$ cat config.mk
export PLATFORM = sky130hd
export DESIGN_NAME = multi_grain_substring_prefilter_core_flat
export DESIGN_NICKNAME = d
export VERILOG_FILES = /design/src/hw/rtl/mgsp_pkg.sv /design/src/hw/rtl/mgsp_in_if.sv /design/src/hw/rtl/mgsp_out_if.sv /design/src/hw/rtl/mgsp_grain_store.sv /design/src/hw/rtl/multi_grain_substring_prefilter_core.sv /design/src/flat_wrapper.sv
export VERILOG_INCLUDE_DIRS = /design/src /design/src/hw/rtl
export SDC_FILE = /design/constraint.sdc
export NUM_CORES = 2
export LEC_CHECK = 0
export BUFFER_PORTS_ARGS = -buffer_cell sky130_fd_sc_hd__clkbuf_2
export CAP_MARGIN = 20
export CORE_MARGIN = 1
export CORE_UTILIZATION = 58
export CTS_CLUSTER_SIZE = 30
export DETAILED_ROUTE_END_ITERATION = 10
export PLACE_DENSITY_LB_ADDON = 0.2
export SETUP_SLACK_MARGIN = 0.3
export SLEW_MARGIN = 40
export SYNTH_ARGS = -nofsm -noshare
export SYNTH_HDL_FRONTEND = slang
export SYNTH_SLANG_ARGS = --single-unit
$ cat constraint.sdc
create_clock -name clk -period 7.7 [get_ports clk]
set_input_delay 1.54 -clock clk [delete_from_list [all_inputs] [get_ports clk]]
set_output_delay 1.54 -clock clk [all_outputs]
set_load 0.01 [all_outputs]
$ cat src/hw/rtl/multi_grain_substring_prefilter_core_defines.svh
// Assertion macros used by the prefilter top level.
`ifndef MULTI_GRAIN_SUBSTRING_PREFILTER_CORE_DEFINES_SVH
`define MULTI_GRAIN_SUBSTRING_PREFILTER_CORE_DEFINES_SVH

`ifndef SYNTH
// Same-cycle implication, sampled on clk and idle while rst_n is low.
`define MGSP_ASSERT_NOW(lbl, ante, cons) \
  lbl: assert property (@(posedge clk) disable iff (!rst_n) (ante) |-> (cons)) \
    else $error("prefilter check failed");
// Next-cycle implication, sampled on clk and idle while rst_n is low.
`define MGSP_ASSERT_NEXT(lbl, ante, cons) \
  lbl: assert property (@(posedge clk) disable iff (!rst_n) (ante) |=> (cons)) \
    else $error("prefilter check failed");
`else
`define MGSP_ASSERT_NOW(lbl, ante, cons)
`define MGSP_ASSERT_NEXT(lbl, ante, cons)
`endif

`endif

$ cat src/hw/rtl/mgsp_pkg.sv
// Types and constants of the multi-grain substring prefilter.
package mgsp_pkg;

  localparam int GRAIN_COUNT_MAX  = 16;
  localparam int GRAIN_LENGTH_MAX = 16;
  localparam int GRAIN_LENGTH_MIN = 2;

  // Fixed field widths of the words on the channels and config port.
  localparam int GI_FIELD_W = 4;
  localparam int CP_FIELD_W = 4;
  localparam int BYTE_W     = 8;
  localparam int CFG_W      = 5;
  localparam int CFG_IDX_W  = 2;

  // Internal widths that follow from the store geometry.
  localparam int GI_W   = $clog2(GRAIN_COUNT_MAX);
  localparam int CP_W   = $clog2(GRAIN_LENGTH_MAX);
  localparam int CNT_W  = $clog2(GRAIN_COUNT_MAX + 1);
  localparam int LEN_W  = $clog2(GRAIN_LENGTH_MAX + 1);
  // The byte counter saturates one above the longest grain, so that the
  // start-anchor window is seen exactly once even for the longest grain.
  localparam int SEEN_SAT = GRAIN_LENGTH_MAX + 1;
  localparam int SEEN_W   = $clog2(SEEN_SAT + 1);

  typedef enum logic {
    OP_LOAD = 1'b0,
    OP_TEXT = 1'b1
  } op_t;

  typedef enum logic [CFG_IDX_W-1:0] {
    REG_GRAIN_COUNT  = 2'd0,
    REG_GRAIN_LENGTH = 2'd1,
    REG_ANCHOR_START = 2'd2,
    REG_ANCHOR_END   = 2'd3
  } reg_idx_t;

  // Newest byte sits in entry 0.
  typedef logic [GRAIN_LENGTH_MAX-1:0][BYTE_W-1:0] window_t;

  // Clamped configuration seen by the compare array.
  typedef struct packed {
    logic [CNT_W-1:0] count;
    logic [LEN_W-1:0] length;
  } scan_cfg_t;

endpackage

$ cat src/hw/rtl/mgsp_in_if.sv
// Input channel: grain loads and text bytes.
interface mgsp_in_if;
  import mgsp_pkg::*;

  logic                  valid;
  logic                  ready;
  logic                  operation;
  logic [GI_FIELD_W-1:0] grain_index;
  logic [CP_FIELD_W-1:0] char_position;
  logic [BYTE_W-1:0]     byte_value;
  logic                  last_byte;

  modport source (output valid, operation, grain_index, char_position, byte_value,
                  last_byte, input ready);
  modport sink (input valid, operation, grain_index, char_position, byte_value,
                last_byte, output ready);
endinterface

$ cat src/hw/rtl/mgsp_out_if.sv
// Result channel: one verdict word per string.
interface mgsp_out_if;
  logic valid;
  logic ready;
  logic grain_found;

  modport source (output valid, grain_found, input ready);
  modport sink (input valid, grain_found, output ready);
endinterface

$ cat src/hw/rtl/mgsp_grain_store.sv
// Grain byte store with a parallel compare of every grain against the window.
module mgsp_grain_store (
  input  logic                  clk,
  input  logic                  wr_en,
  input  logic [mgsp_pkg::GI_W-1:0] wr_grain,
  input  logic [mgsp_pkg::CP_W-1:0] wr_pos,
  input  logic [mgsp_pkg::BYTE_W-1:0] wr_byte,
  input  mgsp_pkg::window_t     window,
  input  mgsp_pkg::scan_cfg_t   scfg,
  output logic                  any_hit
);
  import mgsp_pkg::*;

  logic [BYTE_W-1:0] grain_r [GRAIN_COUNT_MAX][GRAIN_LENGTH_MAX];
  logic [BYTE_W-1:0] aligned [GRAIN_LENGTH_MAX];
  logic [GRAIN_LENGTH_MAX-1:0] pos_used;
  logic [GRAIN_COUNT_MAX-1:0]  grain_hit;

  // One byte written per load word; entries hold garbage until written.
  always_ff @(posedge clk) begin
    if (wr_en) begin
      grain_r[wr_grain][wr_pos] <= wr_byte;
    end
  end

  // Grain byte d lines up with window entry length-1-d.
  always_comb begin
    logic [LEN_W-1:0] sel;
    for (int d = 0; d < GRAIN_LENGTH_MAX; d++) begin
      sel         = scfg.length - LEN_W'(1) - LEN_W'(d);
      aligned[d]  = window[sel[CP_W-1:0]];
      pos_used[d] = (LEN_W'(d) < scfg.length);
    end
  end

  // Every grain in use is compared over the active length.
  always_comb begin
    logic all_eq;
    for (int k = 0; k < GRAIN_COUNT_MAX; k++) begin
      all_eq = 1'b1;
      for (int d = 0; d < GRAIN_LENGTH_MAX; d++) begin
        if (pos_used[d] && (grain_r[k][d] != aligned[d])) begin
          all_eq = 1'b0;
        end
      end
      grain_hit[k] = all_eq && (CNT_W'(k) < scfg.count);
    end
  end

  assign any_hit = |grain_hit;

endmodule

$ cat src/hw/rtl/multi_grain_substring_prefilter_core.sv
// Top level of the multi-grain substring prefilter.
//
//  Channel  Direction  Handshake          Word
//  in_chan  sink       valid/ready        operation, grain_index, char_position,
//                                         byte_value, last_byte
//  out_chan source     valid/ready        grain_found
//  cfg_*    sink       cfg_we, no ready   cfg_index, cfg_wdata
//
// One word is taken per cycle while in_chan.ready is high. A text word is
// registered into the compare stage when taken, and its verdict, on the
// last byte only, is registered into the result register when that stage
// moves on. The result register is the only stall point: in_chan.ready
// drops only while a last-byte word waits behind an unread verdict. Reset
// is synchronous, and the grain store needs no clearing pass.
`include "multi_grain_substring_prefilter_core_defines.svh"

module multi_grain_substring_prefilter_core (
  input  logic                        clk,
  input  logic                        rst_n,
  mgsp_in_if.sink                     in_chan,
  mgsp_out_if.source                  out_chan,
  input  logic                        cfg_we,
  input  logic [mgsp_pkg::CFG_IDX_W-1:0] cfg_index,
  input  logic [mgsp_pkg::CFG_W-1:0]  cfg_wdata
);
  import mgsp_pkg::*;

  // Configuration registers.
  logic [CFG_W-1:0] cnt_r, len_r;
  logic             anc_start_r, anc_end_r;
  scan_cfg_t        scfg;

  // Window and scan state.
  window_t           win_r, win_src, win_nxt;
  logic [SEEN_W-1:0] seen_r, seen_src, seen_nxt;
  logic              clr_r;
  logic              match_r, match_nxt;

  // Compare stage and result register.
  logic s1_vld_r, s1_vld_nxt, s1_last_r;
  logic s1_go;
  logic out_vld_r, out_vld_nxt, out_found_r, out_found_nxt;

  logic accept, text_acc, load_en;
  logic any_hit, allowed, hit;

  // Register writes.
  always_ff @(posedge clk) begin
    if (!rst_n) begin
      cnt_r       <= '0;
      len_r       <= CFG_W'(GRAIN_LENGTH_MIN);
      anc_start_r <= 1'b0;
      anc_end_r   <= 1'b0;
    end else if (cfg_we) begin
      unique case (cfg_index)
        REG_GRAIN_COUNT:  cnt_r       <= cfg_wdata;
        REG_GRAIN_LENGTH: len_r       <= cfg_wdata;
        REG_ANCHOR_START: anc_start_r <= cfg_wdata[0];
        REG_ANCHOR_END:   anc_end_r   <= cfg_wdata[0];
        default: ;
      endcase
    end
  end

  // Clamp count and length into the supported range.
  always_comb begin
    scfg.count = (cnt_r > CFG_W'(GRAIN_COUNT_MAX)) ? CNT_W'(GRAIN_COUNT_MAX)
                                                    : CNT_W'(cnt_r);
    if (len_r < CFG_W'(GRAIN_LENGTH_MIN)) begin
      scfg.length = LEN_W'(GRAIN_LENGTH_MIN);
    end else if (len_r > CFG_W'(GRAIN_LENGTH_MAX)) begin
      scfg.length = LEN_W'(GRAIN_LENGTH_MAX);
    end else begin
      scfg.length = LEN_W'(len_r);
    end
  end

  // Handshake: the compare stage moves unless its verdict cannot be placed.
  assign s1_go          = !s1_vld_r || !s1_last_r || !out_vld_r || out_chan.ready;
  assign in_chan.ready  = s1_go;
  assign accept         = in_chan.valid && s1_go;
  assign text_acc       = accept && (in_chan.operation == OP_TEXT);
  assign load_en        = accept && (in_chan.operation == OP_LOAD)
                          && (32'(in_chan.grain_index) < GRAIN_COUNT_MAX)
                          && (32'(in_chan.char_position) < GRAIN_LENGTH_MAX);

  // A string that just ended leaves the window logically cleared.
  always_comb begin
    win_src  = clr_r ? '0 : win_r;
    seen_src = clr_r ? '0 : seen_r;
    win_nxt  = {win_src[GRAIN_LENGTH_MAX-2:0], in_chan.byte_value};
    seen_nxt = (seen_src >= SEEN_W'(SEEN_SAT)) ? SEEN_W'(SEEN_SAT)
                                               : seen_src + SEEN_W'(1);
  end

  // Window shift on every text word.
  always_ff @(posedge clk) begin
    if (!rst_n) begin
      seen_r <= '0;
      clr_r  <= 1'b1;
    end else if (text_acc) begin
      seen_r <= seen_nxt;
      clr_r  <= in_chan.last_byte;
    end
  end

  always_ff @(posedge clk) begin
    if (text_acc) begin
      win_r     <= win_nxt;
      s1_last_r <= in_chan.last_byte;
    end
  end

  mgsp_grain_store u_store (
    .clk      (clk),
    .wr_en    (load_en),
    .wr_grain (in_chan.grain_index[GI_W-1:0]),
    .wr_pos   (in_chan.char_position[CP_W-1:0]),
    .wr_byte  (in_chan.byte_value),
    .window   (win_r),
    .scfg     (scfg),
    .any_hit  (any_hit)
  );

  // Verdict of the word in the compare stage.
  always_comb begin
    if (anc_end_r) begin
      allowed = s1_last_r;
    end else if (anc_start_r) begin
      allowed = (seen_r == SEEN_W'(scfg.length));
    end else begin
      allowed = 1'b1;
    end
    hit = (seen_r >= SEEN_W'(scfg.length)) && any_hit;
  end

  // Stage valid, match flag and result register.
  always_comb begin
    s1_vld_nxt    = text_acc || (s1_vld_r && !s1_go);
    match_nxt     = match_r;
    out_vld_nxt   = out_vld_r && !out_chan.ready;
    out_found_nxt = out_found_r;
    if (s1_vld_r && s1_go) begin
      match_nxt = s1_last_r ? 1'b0 : (match_r || (allowed && hit));
      if (s1_last_r) begin
        out_vld_nxt   = 1'b1;
        out_found_nxt = (scfg.count == '0) || match_r || (allowed && hit);
      end
    end
  end

  always_ff @(posedge clk) begin
    if (!rst_n) begin
      s1_vld_r  <= 1'b0;
      match_r   <= 1'b0;
      out_vld_r <= 1'b0;
    end else begin
      s1_vld_r  <= s1_vld_nxt;
      match_r   <= match_nxt;
      out_vld_r <= out_vld_nxt;
    end
  end

  always_ff @(posedge clk) begin
    out_found_r <= out_found_nxt;
  end

  assign out_chan.valid       = out_vld_r;
  assign out_chan.grain_found = out_found_r;

  // Checks on the stage control.
  `MGSP_ASSERT_NOW(a_stall_blocks_in, s1_vld_r && s1_last_r && out_vld_r && !out_chan.ready, !in_chan.ready)
  `MGSP_ASSERT_NOW(a_seen_bounded, 1'b1, seen_r <= SEEN_W'(SEEN_SAT))
  `MGSP_ASSERT_NEXT(a_match_clears, s1_vld_r && s1_last_r && s1_go, !match_r && out_vld_r)
  `MGSP_ASSERT_NEXT(a_off_passes, s1_vld_r && s1_last_r && s1_go && (scfg.count == '0), out_chan.grain_found)

endmodule
$ cat src/flat_wrapper.sv
// flat-port wrapper written by rule: the top's interface ports become plain ports
module multi_grain_substring_prefilter_core_flat import mgsp_pkg::*;
  (clk, rst_n, cfg_we, cfg_index, cfg_wdata, in_chan_valid, in_chan_operation, in_chan_grain_index, in_chan_char_position, in_chan_byte_value, in_chan_last_byte, in_chan_ready, out_chan_valid, out_chan_grain_found, out_chan_ready);
  mgsp_in_if in_chan_i ();
  mgsp_out_if out_chan_i ();
  input  logic clk;
  input  logic rst_n;
  input  logic cfg_we;
  input  logic [mgsp_pkg::CFG_IDX_W-1:0] cfg_index;
  input  logic [mgsp_pkg::CFG_W-1:0] cfg_wdata;
  input wire logic [$bits(in_chan_i.valid)-1:0] in_chan_valid;
  input wire logic [$bits(in_chan_i.operation)-1:0] in_chan_operation;
  input wire logic [$bits(in_chan_i.grain_index)-1:0] in_chan_grain_index;
  input wire logic [$bits(in_chan_i.char_position)-1:0] in_chan_char_position;
  input wire logic [$bits(in_chan_i.byte_value)-1:0] in_chan_byte_value;
  input wire logic [$bits(in_chan_i.last_byte)-1:0] in_chan_last_byte;
  output wire logic [$bits(in_chan_i.ready)-1:0] in_chan_ready;
  output wire logic [$bits(out_chan_i.valid)-1:0] out_chan_valid;
  output wire logic [$bits(out_chan_i.grain_found)-1:0] out_chan_grain_found;
  input wire logic [$bits(out_chan_i.ready)-1:0] out_chan_ready;
  assign in_chan_i.valid = in_chan_valid;
  assign in_chan_i.operation = in_chan_operation;
  assign in_chan_i.grain_index = in_chan_grain_index;
  assign in_chan_i.char_position = in_chan_char_position;
  assign in_chan_i.byte_value = in_chan_byte_value;
  assign in_chan_i.last_byte = in_chan_last_byte;
  assign in_chan_ready = in_chan_i.ready;
  assign out_chan_valid = out_chan_i.valid;
  assign out_chan_grain_found = out_chan_i.grain_found;
  assign out_chan_i.ready = out_chan_ready;
  multi_grain_substring_prefilter_core u_core (.clk(clk), .rst_n(rst_n), .in_chan(in_chan_i), .out_chan(out_chan_i), .cfg_we(cfg_we), .cfg_index(cfg_index), .cfg_wdata(cfg_wdata));
endmodule
# ---- Word-level counts from Yosys, hierarchy flattened
# Memory sizes are Yosys's and may differ from the RTL's.
# Cells that the tools add are included.
# W data, S select, Z words.
dict set report totals {
  ram_bits 2048
  output_inout_bits 3
  ff_bits 151
  mem_count 1
}
dict set report op_classes {
  mux 302
  addsub 17
  eq_ne 260
  bitwise 2
  order_cmp 55
  n_reduce_logical 301
}
# name depth word_bits rd rd_clocked_by_memory_dff wr line_no
set memory_table {}
lappend memory_table {u_core.u_store.grain_r 16 128 16 0 1 mgsp_grain_store.sv:14} ;# logic [BYTE_W-1:0] grain_r [GRAIN_COUNT_MAX][GRAIN_LENGTH_MAX];
# operator n
set op_table {}
lappend op_table {{$ne A8 B8 Y1} 256}
lappend op_table {{$bmux W8 S4} 16}
lappend op_table {{$logic_and A1 B1 Y1} 281}
lappend op_table {{$mux W1} 262}
lappend op_table {{$mux W8} 17}
lappend op_table {{$mux W128} 1}
lappend op_table {{$lt A4 B5 Y1 const A} 16}
lappend op_table {{$lt A4 B5 Y1 const B} 16}
lappend op_table {{$lt A3 B5 Y1 const A} 8}
lappend op_table {{$demux W8 S4} 1}
lappend op_table {{$sub A4 B4 Y4 const B} 8}
lappend op_table {{$mux W5} 5}
lappend op_table {{$lt A1 B5 Y1 const A} 4}
lappend op_table {{$lt A2 B5 Y1 const A} 4}
lappend op_table {{$reduce_or A16 Y1} 1}
lappend op_table {{$sub A4 B3 Y4 const B} 4}
lappend op_table {{$ge A5 B5 Y1 const B} 2}
lappend op_table {{$gt A5 B5 Y1 const B} 2}
lappend op_table {{$reduce_and A2 Y1} 5}
lappend op_table {{$sub A4 B1 Y4 const B} 2}
lappend op_table {{$sub A4 B2 Y4 const B} 2}
lappend op_table {{$logic_or A1 B1 Y1} 7}
lappend op_table {{$add A5 B1 Y5 const B} 1}
lappend op_table {{$eq A5 B5 Y1} 1}
lappend op_table {{10 further kinds} 15}

# ---- Logic depth before layout (Yosys ltp)
dict set report logic_depth {
  word_depth 30
  depth_mapped 35
  mapped_depth_nobuf 21
}

# ---- By module
# A second synthesis with hierarchy kept.
dict set report hier_totals {
  hier_cells 6689
  hier_area_um2 100940.6
}
# module cells_per_inst seq_area_each_um2 area_each_um2 instances
set modules_own_cells {}
lappend modules_own_cells {mgsp_grain_store 6297 61499.0 95089.9 1}
lappend modules_own_cells {multi_grain_substring_prefilter_core 392 4324.1 5850.6 1}

# ---- Least setup slack after synthesis
# OpenSTA, ideal clock, no wires.
dict set report synth_path {
  kind {register to register}
  start {register u_core.len_r[1]}
  end {register u_core.out_found_r (netlist: u_core.out_chan.grain_found), data pin}
  setup_slack_ps 98
  arrival_ps 7337
  stages_incl_launch_ff 34
  cell_sequence {dfxtp_1 > buf_6 > or3_1 > buf_6 > nand2_8 > buf_12 > buf_12 > buf_12 > buf_6 > buf_2 > ha_1 > xnor2_2 > buf_1 > buf_2 > clkbuf_1 > clkbuf_1 > clkbuf_1 > ha_1 > clkbuf_1 > buf_2 > buf_2 > clkbuf_1 > mux2i_1 > mux2i_1 > a222oi_1 > clkbuf_1 > xor2_1 > nand3_1 > nor4_1 > o32ai_1 > nor4_1 > or4_1 > o311ai_2 > nand3b_1}
}
dict set report synth_via {
  elab_chain_cells 29
  elab_cells_between_ends 860
  cone_classes {add/sub (16); order compare (19); eq/ne (257); mux (292); reduce/logical (276)}
}
# item line_no
set synth_lines {}
lappend synth_lines {{start, declared} multi_grain_substring_prefilter_core.sv:29} ;# logic [CFG_W-1:0] cnt_r, len_r;
lappend synth_lines {{start signal, assigned} multi_grain_substring_prefilter_core.sv:51} ;# len_r <= CFG_W'(GRAIN_LENGTH_MIN);
lappend synth_lines {{start signal, assigned} multi_grain_substring_prefilter_core.sv:57} ;# REG_GRAIN_LENGTH: len_r <= cfg_wdata;
lappend synth_lines {{$gt A5 B5 Y1} multi_grain_substring_prefilter_core.sv:71} ;# end else if (len_r > CFG_W'(GRAIN_LENGTH_MAX)) begin
lappend synth_lines {{$mux W5} multi_grain_substring_prefilter_core.sv:71}
lappend synth_lines {{$mux W5 (*)} multi_grain_substring_prefilter_core.sv:69} ;# if (len_r < CFG_W'(GRAIN_LENGTH_MIN)) begin
lappend synth_lines {{$sub A4 B1 Y4} mgsp_grain_store.sv:30} ;# sel = scfg.length - LEN_W'(1) - LEN_W'(d);
lappend synth_lines {{$sub A4 B1 Y4 or $bmux W8 S4 (tied branches)} {mgsp_grain_store.sv:30, mgsp_grain_store.sv:31}}
lappend synth_lines {{$bmux W8 S4 or $mux W8 (tied branches)} mgsp_grain_store.sv:31} ;# aligned[d] = window[sel[CP_W-1:0]];
lappend synth_lines {{$mux W8 (implied by the code) or $ne A8 B8 Y1 (tied branches)} {mgsp_grain_store.sv:31, mgsp_grain_store.sv:42}}
lappend synth_lines {{$ne A8 B8 Y1 or $logic_and A1 B1 Y1 (tied branches)} mgsp_grain_store.sv:42} ;# if (pos_used[d] && (grain_r[k][d] != aligned[d])) begin
lappend synth_lines {{$logic_and A1 B1 Y1 or $mux W1 (tied branches)} mgsp_grain_store.sv:42}
lappend synth_lines {{$mux W1 (15 in a row)} mgsp_grain_store.sv:42}
lappend synth_lines {{$logic_and A1 B1 Y1} mgsp_grain_store.sv:46} ;# grain_hit[k] = all_eq && (CNT_W'(k) < scfg.count);
lappend synth_lines {{$reduce_or A16 Y1} mgsp_grain_store.sv:50} ;# assign any_hit = |grain_hit;
lappend synth_lines {{$logic_and A1 B1 Y1} multi_grain_substring_prefilter_core.sv:134} ;# hit = (seen_r >= SEEN_W'(scfg.length)) && any_hit;
lappend synth_lines {{$logic_and A1 B1 Y1 (*)} multi_grain_substring_prefilter_core.sv:147} ;# out_found_nxt = (scfg.count == '0) || match_r || (allowed && hit);
lappend synth_lines {{$logic_or A1 B1 Y1 (*)} multi_grain_substring_prefilter_core.sv:147}
lappend synth_lines {{end signal, assigned} multi_grain_substring_prefilter_core.sv:165} ;# out_found_r <= out_found_nxt;
lappend synth_lines {{end, declared} multi_grain_substring_prefilter_core.sv:42} ;# logic out_vld_r, out_vld_nxt, out_found_r, out_found_nxt;
# Every way passes the cells marked *; elsewhere a longest branch is shown, timed or not. The select of a mux whose other input is x is not followed.
# A chain may end at the register's enable or synchronous reset.

# ---- Final worst setup path
dict set report layout_path {
  start {register u_core.len_r[3]}
  end {register u_core.out_found_r (netlist: u_core.out_chan.grain_found), data pin}
}
# The elaborated chain is that of the path after synthesis.

==> results by group <==
Routing
  • Post-DRT Antenna Nets: 0
  • Vias/cell: 6.67
  • Vias post-DR: 71700
  • Residual DRC: 0
  • DR WL/cell: 35.4 µm
  • Initial DRC count: 10500
  • First-pass detailed-route iteration total: 7
  • Total Wirelength: 381000 µm

Global route
  • Pin count of the biggest net entering global routing: 139
  • Global-route wire length before repair: 527000 µm
  • All-Layer GR Usage: 39.6%
  • Antenna violations before repair: 29
  • Grt ovf: 0
  • Vias in the first global route: 67700

STA
  • Worst-Margin Slew: 1.03 ns
  • Tmin final: 7.41 ns
  • FMAX: 135 MHz
  • Final Hold Vio Count: 0
  • WHS: 0.506 ns
  • Final period util: 96.2%
  • RSZ-0062 raised after global routing: false
  • Final worst slack: 0.293 ns
  • Worst slew margin: 31.3%
  • Max Slew Vio Count: 0
  • Final-report setup violation count: 0
  • Skew final: 0.0519 ns

Die
  • Num rows: 158
  • Starting Density: 58.5%
  • Die ar.: 189000 µm²
  • # IOs: 33
  • Die height: 435 µm
  • Die Wd: 435 µm
  • Core area: 186000 µm²

Synth
  • Mapped cell area: 109000 µm²
  • Post-synth EDFFs: 2178
  • Post-Syn Nets: 7836
  • Synth unique cells: 95
  • Synth Flop Type: edfxtp_1
  • Syn_area_per_cell: 14.0 µm²
  • YS warnings: 0
  • Flops & latches, synth: 2199
  • Sequential fraction of the synthesis area: 60.4%
  • Fraction of registers with async set or reset after synthesis: 0%
  • Synthesized instance count: 7792

Clock tree
  • Total CTS buffers: 222
  • Hold-fix buffers at CTS: 0
  • CTS Buffer Depth: 3
  • Clock Sink Count: 2199
  • Worst-Skew Late Latency: 0.90 ns
  • Root Buffer: clkbuf_16
  • Clk slew on worst S/H paths: 0.07 ns
  • H-Tree Depth: 4
  • CTS tree: yes

Worst setup path
  • Critical path capture point type: register
  • Setup CP Type: register to register
  • Startpoint Class: register
  • FF-to-FF path depth: 19
  • Critical Path Fanout Max: 46
  • Data required, critical path: 8.45 ns
  • Worst path arrival time: 8.16 ns

Power
  • NetSw: 8.35 mW
  • Reg power frac: 44.9%
  • Clk network pwr share: 36.4%
  • Sw Ratio: 28.2%
  • Power Internal: 21.3 mW
  • Comb pwr share: 18.7%
  • Cell leakage power: 37.8 nW
  • Pwr dens: 242 nW/µm²
  • VDD IR max: 0.252 mV

Min path
  • Hold Crit Class: register to register
  • WHS Path Cells: 2

Layout
  • Share of cells above drive strength 1: 14.4%
  • Commonest non-fill, non-tap cell in the layout: edfxtp_1
  • P&R area growth vs syn: 12.5%
  • Total Nets Final: 8123
  • Filler cell count: 13100
  • Most frequent cells in the layout: edfxtp_1 (2178), xnor2_1 (1877), xor2_1 (572), nand4_1 (458), buf_4 (402)

Flow run
  • Max-Cap Viols: 0

Placed design
  • Dpl ws: 0.535 ns
  • DP Wirelength: 253000 µm
  • GPL Wtd Cong: 1.01
  • Port Buffer Count: 32

Run status
  • Status: finished clean
[path summary, 6_finish.rpt]
kind | from | to | slack [ns]
worst min-delay path | u_core.anc_start_r | u_core.anc_start_r | 0.51
worst max-delay path | u_core.len_r[3] | u_core.out_chan.grain_found | 0.29
worst min register to register | u_core.anc_start_r | u_core.anc_start_r | 0.51
worst max register to register | u_core.len_r[3] | u_core.out_chan.grain_found | 0.29
[cell type report]
class                           count  area (µm²)  share of cell area [%]
Clock inverter                    131        1330                    1.08
Clock buffer                      277        5850                    4.78
Timing Repair Buffer              485        4160                    3.40
Antenna cell                       12        30.0                  0.0245
Sequential cell                  2199       65800                    53.7
Multi-Input combinational cell   5129       42000                    34.3
Inverter                           42         163                   0.133
Tap cell                         2480        3100                    2.53
[logic make-up (layout without fill, tap and decap cells)]
family                   after synthesis  count (layout)  synth area share (%)
XOR/XNOR                            2456            2456                  19.8
flip-flops                          2199            2199                  60.4
AND/OR/NAND/NOR                     1544            1544                  7.60
AO/OA/AOI/OAI                        706             706                  4.39
buffers and inverters                464             935                  2.08
multiplexers                         409             409                  5.55
adder cells (fa/ha/maj)               14              14                 0.161
other                                  0              12                     0
[layer usage]
metal	vias to the layer above	global-route usage [%]	part of all wire, %
met3	1019	12.5	13
met2	4763	57.3	43
met4	36	22.3	6.7
met1	36400	52.9	37
met5	-	0	0.062
li1	29500	-	-
[state kept, by name (all words and copies together) (netlist names)]
signal	count
u_core.u_store.grain_r	2048
u_core.out_chan.valid	1
u_core.cnt_r	5
u_core.match_r	1
u_core.win_r	128
u_core.s1_last_r	1
u_core.anc_start_r	1
u_core.clr_r	1
u_core.seen_r	5
u_core.anc_end_r	1
u_core.out_chan.grain_found	1
u_core.len_r	5
u_core.s1_vld_r	1
[worst max-delay path: stages, from the launching register on]
cell and delay, ns:
dfxtp_1 0.47, inv_1 0.10, nand2_1 0.10, nor2_1 0.07
a21oi_1 0.35, ha_4 0.43, buf_4 0.63, mux4_2 0.51
buf_4 0.34, mux4_2 0.89, xnor2_1 0.29, nand4_1 0.13
o21ai_0 0.70, nand4_1 0.50, a2111oi_2 0.72, buf_4 0.21
a22oi_1 0.10, nand4_1 0.20, o311ai_4 0.26, nand3b_1 0.19
[cell usage after synthesis (all sizes together), types with 24 or more instances]
cell type     n  area (µm²)
a2111oi      44         398
a21oi       107         551
a221oi       33         369
a22oi        29         223
a311oi       24         210
a31oi        36         225
and3b        25         219
buf         258        1490
clkbuf      164         617
edfxtp     2178       65400
inv          39         146
mux2         42         473
mux2i       240        2700
mux4        127        2870
nand2       183         703
nand2b       25         156
nand3       124         626
nand4       460        2900
nor2        348        1310
nor2b       118         738
nor3         70         355
nor4        104         651
o211ai       30         225
o21ai       239        1200
o41ai        24         210
xnor2      1884       16500
xor2        572        5010
[through the flow]
stage / util [%] / cells / power, mW / cell area, µm² / TNS, ns
after detailed placement: 61.9 / 10300 / 18.9 / 115000 / 0
after floorplan: - / 7792 / 16.6 / 109000 / 0
final: 65.8 / 10800 / 29.6 / 122000 / 0
after global placement: 61.5 / 10300 / 18.7 / 114000 / -0.721
after CTS: 65.7 / 10700 / 29.5 / 122000 / 0
after global routing: 65.8 / 10700 / 30.2 / 122000 / 0
[power groups by stage]
stage          combinational [mW]  clock, mW  sequential, mW
2_1_floorplan                3.13          0            13.5
3_3_place_gp                 5.20          0            13.5
3_5_place_dp                 5.35          0            13.5
4_1_cts                      5.39       10.8            13.3
5_1_grt                      5.70       11.2            13.3
6_report                     5.54       10.8            13.3
[repair_timing]
action	CTS	global route
endpoints found under the hold margin	0	0
resized for setup	0	1
setup buffers	0	2
endpoints found under the setup margin	0	2
No activity file was read; power rests on OpenSTA's default activity.
